`config.mk`:
```
export PLATFORM = sky130hd
export DESIGN_NAME = slope_intercept_line_plotter_core
export DESIGN_NICKNAME = d
export VERILOG_FILES = /design/src/design/slip_pkg.sv /design/src/design/slope_intercept_line_plotter_core.sv /design/src/design/slip_ctrl.sv /design/src/design/slip_datapath.sv
export SDC_FILE = /design/constraint.sdc
export NUM_CORES = 1
export LEC_CHECK = 0
export BUFFER_PORTS_ARGS = -buffer_cell sky130_fd_sc_hd__clkbuf_2
export CORE_ASPECT_RATIO = 1.75
export CORE_MARGIN = 2
export CORE_UTILIZATION = 55
export DETAILED_ROUTE_END_ITERATION = 12
export PLACE_DENSITY = 0.82
export SLEW_MARGIN = 20
export SYNTH_ARGS = -nofsm -noshare
export SYNTH_HDL_FRONTEND = slang
export SYNTH_HIERARCHICAL = 1
export SYNTH_SLANG_ARGS = --single-unit
```
`constraint.sdc`:
```
create_clock -name clk -period 5.5 [get_ports clk]
set_input_delay 0.825 -clock clk [delete_from_list [all_inputs] [get_ports clk]]
set_output_delay 0.825 -clock clk [all_outputs]
set_load 0.005 [all_outputs]
```
`src/design/slip_pkg.sv`:
```
// Shared types and constants for the slope-intercept line plotter.
// Used by the controller, the datapath, the top level and the checker.
`default_nettype none
package slip_pkg;

    localparam int COORD_W   = 13;
    localparam int FRAC_BITS = 8;
    localparam int COL_OUT_W = 5;
    localparam int ROW_OUT_W = 5;
    localparam int STAT_W    = 2;

    // slope divider: |dy| << 16 over |dx|, two quotient bits per cycle
    localparam int DIV_BITS      = 30;
    localparam int DIV_STEP_BITS = 2;
    localparam int DIV_CYCLES    = DIV_BITS / DIV_STEP_BITS;
    localparam int DIV_CNT_W     = $clog2(DIV_CYCLES);
    localparam int REM_W         = COORD_W + 1;

    // Q.16 accumulator for y, wide enough for 31 steps of the steepest slope
    localparam int Y_W      = 38;
    localparam int ONE_Q16  = 65536;
    localparam int COL_W    = 7;

    localparam int RESULT_CAP = 34;
    localparam int RUN_CAP    = RESULT_CAP - 3;
    localparam int RUN_CNT_W  = 5;

    localparam logic [STAT_W-1:0] ST_PIXEL     = 2'd0;
    localparam logic [STAT_W-1:0] ST_VERTICAL  = 2'd1;
    localparam logic [STAT_W-1:0] ST_LEFT_GRID = 2'd2;

    localparam logic [2:0] K_START = 3'd0;
    localparam logic [2:0] K_END   = 3'd1;
    localparam logic [2:0] K_RUN   = 3'd2;
    localparam logic [2:0] K_LEAVE = 3'd3;
    localparam logic [2:0] K_VERT  = 3'd4;

    typedef struct packed {
        logic [COORD_W-1:0] x_start;
        logic [COORD_W-1:0] y_start;
        logic [COORD_W-1:0] x_end;
        logic [COORD_W-1:0] y_end;
    } seg_t;

    typedef struct packed {
        logic [COL_OUT_W-1:0] column;
        logic [ROW_OUT_W-1:0] row;
        logic [STAT_W-1:0]    status;
        logic                 last;
    } res_t;

    typedef struct packed {
        logic       load;
        logic       div_step;
        logic       finish;
        logic       step;
        logic       emit;
        logic [2:0] kind;
        logic       last;
    } cmd_t;

    typedef struct packed {
        logic vertical;
        logic y0_lt;
        logic ynext_lt;
        logic col_ge;
    } stat_t;

endpackage
`default_nettype wire

```
`src/design/slope_intercept_line_plotter_core.sv`:
```
// Slope-intercept line plotter: top level joining controller and datapath.
// Depends on slip_pkg, slip_ctrl, slip_datapath.
// Per segment: radix-4 slope divide, then start point, end point and run pixels.
// A new request is taken only when idle (busy low); a vertical segment is answered from idle.
// Results come one per clock from the registered output; the receiver cannot stall.
// Reset (rst_n, async low) returns the controller to idle and drops the strobe.
`default_nettype none
module slope_intercept_line_plotter_core
#(
    parameter int GRID_SIZE = 32
)
(
    input  wire                  clk,
    input  wire                  rst_n,
    input  wire                  start,
    output logic                 busy,
    input  slip_pkg::seg_t       segment,
    output slip_pkg::res_t       result,
    output logic                 strobe
);

    slip_pkg::cmd_t  cmd;
    slip_pkg::stat_t stat;

    slip_ctrl u_ctrl
    (
        .clk   (clk),
        .rst_n (rst_n),
        .start (start),
        .busy  (busy),
        .stat  (stat),
        .cmd   (cmd)
    );

    slip_datapath #(.GRID_SIZE(GRID_SIZE)) u_dp
    (
        .clk     (clk),
        .rst_n   (rst_n),
        .segment (segment),
        .cmd     (cmd),
        .stat    (stat),
        .result  (result),
        .strobe  (strobe)
    );

endmodule
`default_nettype wire

```
`src/design/slip_ctrl.sv`:
```
// Controller state machine for the line plotter: sequences divide, endpoints, run.
// Depends on slip_pkg; drives slip_datapath through cmd_t, reads stat_t.
`default_nettype none
module slip_ctrl
(
    input  wire                  clk,
    input  wire                  rst_n,
    input  wire                  start,
    output logic                 busy,
    input  slip_pkg::stat_t      stat,
    output slip_pkg::cmd_t       cmd
);

    localparam logic [2:0] S_IDLE   = 3'd0;
    localparam logic [2:0] S_DIV    = 3'd1;
    localparam logic [2:0] S_EMIT_S = 3'd2;
    localparam logic [2:0] S_EMIT_E = 3'd3;
    localparam logic [2:0] S_RUN    = 3'd4;

    logic [2:0]                       state_reg, state_next;
    logic [slip_pkg::DIV_CNT_W-1:0]   div_cnt_reg, div_cnt_next;
    logic [slip_pkg::RUN_CNT_W-1:0]   run_cnt_reg, run_cnt_next;

    assign busy = (state_reg != S_IDLE);

    always_comb
    begin
        state_next   = state_reg;
        div_cnt_next = div_cnt_reg;
        run_cnt_next = run_cnt_reg;
        cmd          = '0;
        cmd.kind     = slip_pkg::K_START;
        unique case (state_reg)
            S_IDLE:
            begin
                if (start)
                begin
                    if (stat.vertical)
                    begin
                        cmd.emit = 1'b1;
                        cmd.kind = slip_pkg::K_VERT;
                        cmd.last = 1'b1;
                    end
                    else
                    begin
                        cmd.load     = 1'b1;
                        div_cnt_next = '0;
                        state_next   = S_DIV;
                    end
                end
            end
            S_DIV:
            begin
                cmd.div_step = 1'b1;
                div_cnt_next = div_cnt_reg + 1'b1;
                if (div_cnt_reg == slip_pkg::DIV_CNT_W'(slip_pkg::DIV_CYCLES - 1))
                    state_next = S_EMIT_S;
            end
            S_EMIT_S:
            begin
                cmd.emit   = 1'b1;
                cmd.finish = 1'b1;
                cmd.kind   = slip_pkg::K_START;
                state_next = S_EMIT_E;
            end
            S_EMIT_E:
            begin
                cmd.emit     = 1'b1;
                cmd.kind     = slip_pkg::K_END;
                cmd.last     = !stat.y0_lt;
                run_cnt_next = '0;
                state_next   = stat.y0_lt ? S_RUN : S_IDLE;
            end
            S_RUN:
            begin
                cmd.emit = 1'b1;
                // run is known to continue here; decide pixel or leave-grid marker
                if (stat.col_ge ||
                    run_cnt_reg == slip_pkg::RUN_CNT_W'(slip_pkg::RUN_CAP))
                begin
                    cmd.kind   = slip_pkg::K_LEAVE;
                    cmd.last   = 1'b1;
                    state_next = S_IDLE;
                end
                else
                begin
                    cmd.kind     = slip_pkg::K_RUN;
                    cmd.last     = !stat.ynext_lt;
                    cmd.step     = 1'b1;
                    run_cnt_next = run_cnt_reg + 1'b1;
                    if (!stat.ynext_lt)
                        state_next = S_IDLE;
                end
            end
            default:
            begin
                state_next = S_IDLE;
            end
        endcase
    end

    always_ff @(posedge clk or negedge rst_n)
    begin
        if (!rst_n)
        begin
            state_reg   <= S_IDLE;
            div_cnt_reg <= '0;
            run_cnt_reg <= '0;
        end
        else
        begin
            state_reg   <= state_next;
            div_cnt_reg <= div_cnt_next;
            run_cnt_reg <= run_cnt_next;
        end
    end

endmodule
`default_nettype wire

```
`src/design/slip_datapath.sv`:
```
// Datapath for the line plotter: slope divider, y accumulator, row/column logic,
// result register. Depends on slip_pkg; controlled by slip_ctrl via cmd_t.
`default_nettype none
module slip_datapath
#(
    parameter int GRID_SIZE = 32
)
(
    input  wire                  clk,
    input  wire                  rst_n,
    input  slip_pkg::seg_t       segment,
    input  slip_pkg::cmd_t       cmd,
    output slip_pkg::stat_t      stat,
    output slip_pkg::res_t       result,
    output logic                 strobe
);

    localparam int CW = slip_pkg::COORD_W;
    localparam int YW = slip_pkg::Y_W;
    localparam int DB = slip_pkg::DIV_BITS;
    localparam int RW = slip_pkg::REM_W;
    localparam int HW = YW - 16;

    localparam logic signed [YW-1:0]        GRID_Q16 = YW'(GRID_SIZE * 65536);
    localparam logic signed [15:0]          GRID_Q8  = 16'(GRID_SIZE * 256);
    localparam logic signed [YW-1:0]        ONE      = YW'(slip_pkg::ONE_Q16);
    localparam logic [slip_pkg::COL_W-1:0]  GRID_C   = slip_pkg::COL_W'(GRID_SIZE);
    localparam logic [slip_pkg::COL_W-1:0]  MAX_C    = slip_pkg::COL_W'(GRID_SIZE - 1);
    localparam logic [HW-1:0]               MAX_H    = HW'(GRID_SIZE - 1);

    logic [CW-1:0]                ys_reg, ye_reg;
    logic [4:0]                   xs_col_reg, xe_col_reg;
    logic                         neg_reg;
    logic [CW-1:0]                den_reg;
    logic [DB-1:0]                num_reg, num_next;
    logic [RW-1:0]                rem_reg, rem_next;
    logic [DB-1:0]                quo_reg, quo_next;
    logic signed [YW-1:0]         slope_reg;
    logic signed [YW-1:0]         y_reg, limit_reg;
    logic [slip_pkg::COL_W-1:0]   col_reg;
    slip_pkg::res_t               res_reg, res_next;
    logic                         strobe_reg;

    logic signed [CW:0]           dx, dy;
    logic [CW-1:0]                abs_dx, abs_dy;
    logic signed [YW-1:0]         y_next;

    // ---- segment capture ----
    always_comb
    begin
        dx     = $signed({1'b0, segment.x_end}) - $signed({1'b0, segment.x_start});
        dy     = $signed({1'b0, segment.y_end}) - $signed({1'b0, segment.y_start});
        abs_dx = dx[CW] ? CW'(-dx) : dx[CW-1:0];
        abs_dy = dy[CW] ? CW'(-dy) : dy[CW-1:0];
    end

    // ---- restoring divider, DIV_STEP_BITS quotient bits per cycle ----
    always_comb
    begin
        rem_next = rem_reg;
        num_next = num_reg;
        quo_next = quo_reg;
        for (int i = 0; i < slip_pkg::DIV_STEP_BITS; i++)
        begin
            rem_next = {rem_next[RW-2:0], num_next[DB-1]};
            num_next = {num_next[DB-2:0], 1'b0};
            if (rem_next >= {1'b0, den_reg})
            begin
                rem_next = rem_next - {1'b0, den_reg};
                quo_next = {quo_next[DB-2:0], 1'b1};
            end
            else
            begin
                quo_next = {quo_next[DB-2:0], 1'b0};
            end
        end
    end

    assign y_next = y_reg + slope_reg;

    always_comb
    begin
        stat.vertical = (segment.x_start == segment.x_end);
        stat.y0_lt    = (y_reg < limit_reg);
        stat.ynext_lt = (y_next < limit_reg);
        stat.col_ge   = (col_reg >= GRID_C);
    end

    // ---- row and column for each result kind ----
    function automatic logic [4:0] row_q8(input logic [CW-1:0] yv);
        logic signed [15:0] v;
        logic [7:0]         r;
        v = GRID_Q8 - $signed({3'b000, yv});
        r = v[15:8];
        if (v[15])
            return 5'd0;
        else if (HW'(r) > MAX_H)
            return MAX_H[4:0];
        else
            return r[4:0];
    endfunction

    function automatic logic [4:0] sat_col(input logic [4:0] c);
        if (slip_pkg::COL_W'(c) > MAX_C)
            return MAX_C[4:0];
        else
            return c;
    endfunction

    logic signed [YW-1:0] v_run;
    logic [4:0]           row_run;

    always_comb
    begin
        v_run = GRID_Q16 - y_reg;
        if (v_run[YW-1])
            row_run = 5'd0;
        else if (v_run[YW-1:16] > MAX_H)
            row_run = MAX_H[4:0];
        else
            row_run = v_run[20:16];
    end

    always_comb
    begin
        res_next = res_reg;
        unique case (cmd.kind)
            slip_pkg::K_START:
            begin
                res_next.column = sat_col(xs_col_reg);
                res_next.row    = row_q8(ys_reg);
                res_next.status = slip_pkg::ST_PIXEL;
            end
            slip_pkg::K_END:
            begin
                res_next.column = sat_col(xe_col_reg);
                res_next.row    = row_q8(ye_reg);
                res_next.status = slip_pkg::ST_PIXEL;
            end
            slip_pkg::K_RUN:
            begin
                res_next.column = col_reg[4:0];
                res_next.row    = row_run;
                res_next.status = slip_pkg::ST_PIXEL;
            end
            slip_pkg::K_LEAVE:
            begin
                res_next.column = '0;
                res_next.row    = '0;
                res_next.status = slip_pkg::ST_LEFT_GRID;
            end
            default:
            begin
                res_next.column = '0;
                res_next.row    = '0;
                res_next.status = slip_pkg::ST_VERTICAL;
            end
        endcase
        res_next.last = cmd.last;
    end

    // ---- payload registers ----
    always_ff @(posedge clk)
    begin
        if (cmd.load)
        begin
            ys_reg     <= segment.y_start;
            ye_reg     <= segment.y_end;
            xs_col_reg <= segment.x_start[CW-1:slip_pkg::FRAC_BITS];
            xe_col_reg <= segment.x_end[CW-1:slip_pkg::FRAC_BITS];
            neg_reg    <= dx[CW] ^ dy[CW];
            den_reg    <= abs_dx;
            num_reg    <= {1'b0, abs_dy, 16'd0};
            rem_reg    <= '0;
            quo_reg    <= '0;
            y_reg      <= $signed({{(YW-CW-8){1'b0}}, segment.y_start, 8'd0});
            limit_reg  <= $signed({{(YW-CW-8){1'b0}}, segment.y_end, 8'd0}) - ONE;
            col_reg    <= slip_pkg::COL_W'(segment.x_start[CW-1:slip_pkg::FRAC_BITS]);
        end
        else
        begin
            if (cmd.div_step)
            begin
                num_reg <= num_next;
                rem_reg <= rem_next;
                quo_reg <= quo_next;
            end
            if (cmd.finish)
                slope_reg <= neg_reg ? -$signed({{(YW-DB){1'b0}}, quo_reg})
                                     :  $signed({{(YW-DB){1'b0}}, quo_reg});
            if (cmd.step)
            begin
                y_reg   <= y_next;
                col_reg <= col_reg + 1'b1;
            end
        end
        if (cmd.emit)
            res_reg <= res_next;
    end

    always_ff @(posedge clk or negedge rst_n)
    begin
        if (!rst_n)
            strobe_reg <= 1'b0;
        else
            strobe_reg <= cmd.emit;
    end

    assign result = res_reg;
    assign strobe = strobe_reg;

endmodule
`default_nettype wire

```
==> impl_metrics.csv <==
group,metric,value,unit
power,power,8760,uW
synthesis,syn_nets,1923,
synthesis,synth_cell_types,82,
setup_path,path_buf_inv,4,
die,rows,82,
synthesis,synth_area_leaders,"edfxtp_1, ha_1, dfxtp_1",
place,dpl-instance-area,16500,sq um
die,die_x,132,um
setup_path,critPathLaunch,"u_dp/num_reg[29]$_SDFFE_PP0P_",
die,die_y,229,um
drt,drc,0,
clock_tree,clockBufferDepth,3,
synthesis,synth_flop_cell,"edfxtp_1",
drt,antenna_left,0,
setup_path,path_depth,22,
timing,whs,0.184,ns
synthesis,synth_edf_count,138,
setup_path,max_stage_delay,0.41,ns
drt,via_count,13210,
setup_path,worstPathRequired,5.95,ns
clock_tree,cts_max_level,1,
synthesis,synth_area,15900,sq um
place,post-dp-hpwl,30.8,mm
synthesis,synth_warnings,6,
grt,antenna_found_initial,0,
grt,grt_max_degree,67,
clock_tree,clkLatencyLatePin,0.53,ns
synthesis,yosysMostFrequentCell,"nor2_1",
hold_path,hold_path.class,"input port to asynchronous set/reset pin",
synthesis,ys_async_sr_fraction,5.86,%
timing,clock.fmax,191,MHz
finish,fill_cells,2413,
setup_path,critPathKind,"flop to flop",
grt,grt_busiest_layer,"met2",
clock_tree,postCtsHoldBufs,0,
drt,drt-initial-drc-count,906,
synthesis,netlist_instances,1706,
timing,period_share,95.3,%
grt,grt_util_met1,25.2,%
drt,viasPerCell,6.17,
drt,wl,41.1,mm
timing,setup-tns-final,0,ns
clock_tree,cts_root_buf,"clkbuf_16",
timing,clock_skew,0.0220,ns
power,p_leak,0.00744,uW
drt,firstDrtPassIters,7,
synthesis,synth_top_area_cell,"edfxtp_1",
power,max-vdd-ir-drop,0.535,mV
timing,tightest_slew,1.03,ns
setup_path,cp_max_fo,8,
grt,grt_use_total,26.7,%
place,dp_cells,2100,
setup_path,r2r_start,"u_dp/num_reg[29]$_SDFFE_PP0P_",
finish,num_antenna_cells,0,
setup_path,crit_chain,"inv_1, ha_1, inv_1, fa_1, a21o_1, a221oi_4, o31ai_2, a211oi_2, o31a_1, buf_4, mux2i_1, fa_2, a21o_1, a21oi_4, o221ai_1, o31ai_1, a21oi_1, o21a_1, a2111oi_4, buf_6, nor3b_1, o221a_1",
grt,grtUsageMet2,52.0,%
synthesis,synth-seq-cells,222,
die,ios,70,
timing,max_slew_margin,31.1,%
setup_path,crit_family,"compound AO/OA/AOI/OAI gates",
synthesis,yosys-top-cells-count,"nor2_1, ha_1, edfxtp_1, nand2_1, a21oi_1",
finish,nNetsFinal,1964,
grt,grt_util_met3,2.79,%
grt,grt_overflow_total,0,
grt,grt_pass1_vias,13364,
place,portBuffers,69,
setup_path,worst_setup_path_end_kind,"flop",
synthesis,avgSynthCellArea,9.30,sq um
setup_path,cp_slowest_cell,"fa_2",
finish,layout.cells.non_filler,2141,
timing,finalCriticalPeriod,5.24,ns
synthesis,synth_top_area_share,26.1,%
finish,syn_to_final_growth,9.65,%
timing,setup-violations-final,0,
timing,hold_violations,0,
power,power_density,504,nW/um^2
setup_path,worstPathArrival,5.69,ns
clock_tree,cts.sinks,222,
timing,slew_violations,0,
setup_path,reg2regPathDepth,22,
drt,routedWlPerCell,19.2,um
die,core,28500,sq um
setup_path,startpoint_type,"flop",
finish,drive_above_1_share,8.51,%
die,initial_core_util,55.6,%
clock_tree,path_clk_slew,0.06,ns
finish,fin_area,17400,sq um
die,dieArea,30300,sq um
clock_tree,cts_buffers,22,
synthesis,ys_seq_area_share,37.1,%
clock_tree,cts_tree,"built",
status,outcome,"completed",
grt,grt_pass1_wl,65.3,mm
run,cap_violations,0,
place,routabilityCongestion,0.998,
==> metrics by stage <==
step,util (%),setup slack [ns]
floorplan,-,0.293
global placement,58.0,0.212
detailed placement,58.0,0.0816
CTS,60.7,0.0204
global route,61.0,-0.0314
finish,61.0,0.260
==> per-layer routing <==
layer  vias up  wire length [um]
met1      6273             14100
met5         -                 0
met2       403             22300
met4         0              3300
met3       191              1500
li1       6343                 -
==> power by group <==
group          leakage (uW)  internal, uW  switching [uW]
Clock              0.000376           972             660
Combinational       0.00503          1970            2540
Sequential          0.00203          2250             371
Total               0.00744          5190            3570
==> kinds of logic (layout without fill, tap and decap cells) <==
kind of cell               count (synthesis)  count (layout)  synth area share [%]
AOI/OAI and AO/OA                        415             415                  17.2
xor gates and xnor gates                 140             140                  7.73
adders and majority gates                162             162                  13.0
buffers and inverters                    162             219                  3.99
DFF                                      222             222                  37.1
muxes                                     73              73                  4.68
and+or+nand+nor                          532             532                  16.3
==> layout by cell type (no fill, tap or decap), types with 10 or more instances in the layout <==
cell type	n
nor2_1	163
ha_1	156
edfxtp_1	138
nand2_1	120
a21oi_1	111
inv_1	95
xnor2_1	89
dfxtp_1	71
clkbuf_2	69
mux2i_1	64
xor2_1	51
a21o_1	48
o21ai_0	48
nor3_1	44
o21ai_1	43
nand3_1	34
nor2b_1	29
nor4_1	29
nand4_1	27
clkbuf_16	22
nand2b_1	20
a211oi_1	20
o21bai_1	18
and3_1	15
o31ai_1	15
o21a_1	14
dfrtp_1	13
a31oi_1	12
buf_4	10
==> timing repair <==
action | CTS | global route
setup buffers | 0 | 1
resized for setup | 0 | 14
endpoints found under the setup margin | 0 | 16
==> worst paths after layout <==
check,end,slack [ns]
min in group clk,u_dp/ye_reg[2]$_DFFE_PP_,0.49
hold reg to reg,u_dp/col_reg[6]$_SDFFE_PP0P_,0.49
setup reg to reg,u_dp/rem_reg[12]$_SDFFE_PP0P_,0.26
setup / recovery,u_dp/rem_reg[12]$_SDFFE_PP0P_,0.26
max in group asynchronous,u_ctrl/run_cnt_reg[1]$_DFFE_PN0P_,5.06
hold / removal,u_ctrl/state_reg[1]$_DFFE_PN0P_,0.18
==> final cells by class <==
cell class | instances | area, sq um | area share, %
flip-flops and latches | 222 | 5890 | 33.9
well taps | 378 | 473 | 2.72
clock buffers | 29 | 607 | 3.49
repair buffers | 82 | 458 | 2.63
clock inverters | 11 | 178 | 1.02
multi-input cells | 1322 | 9430 | 54.2
inverters | 97 | 369 | 2.12
Note: power is estimated with default switching activity, not from simulation.
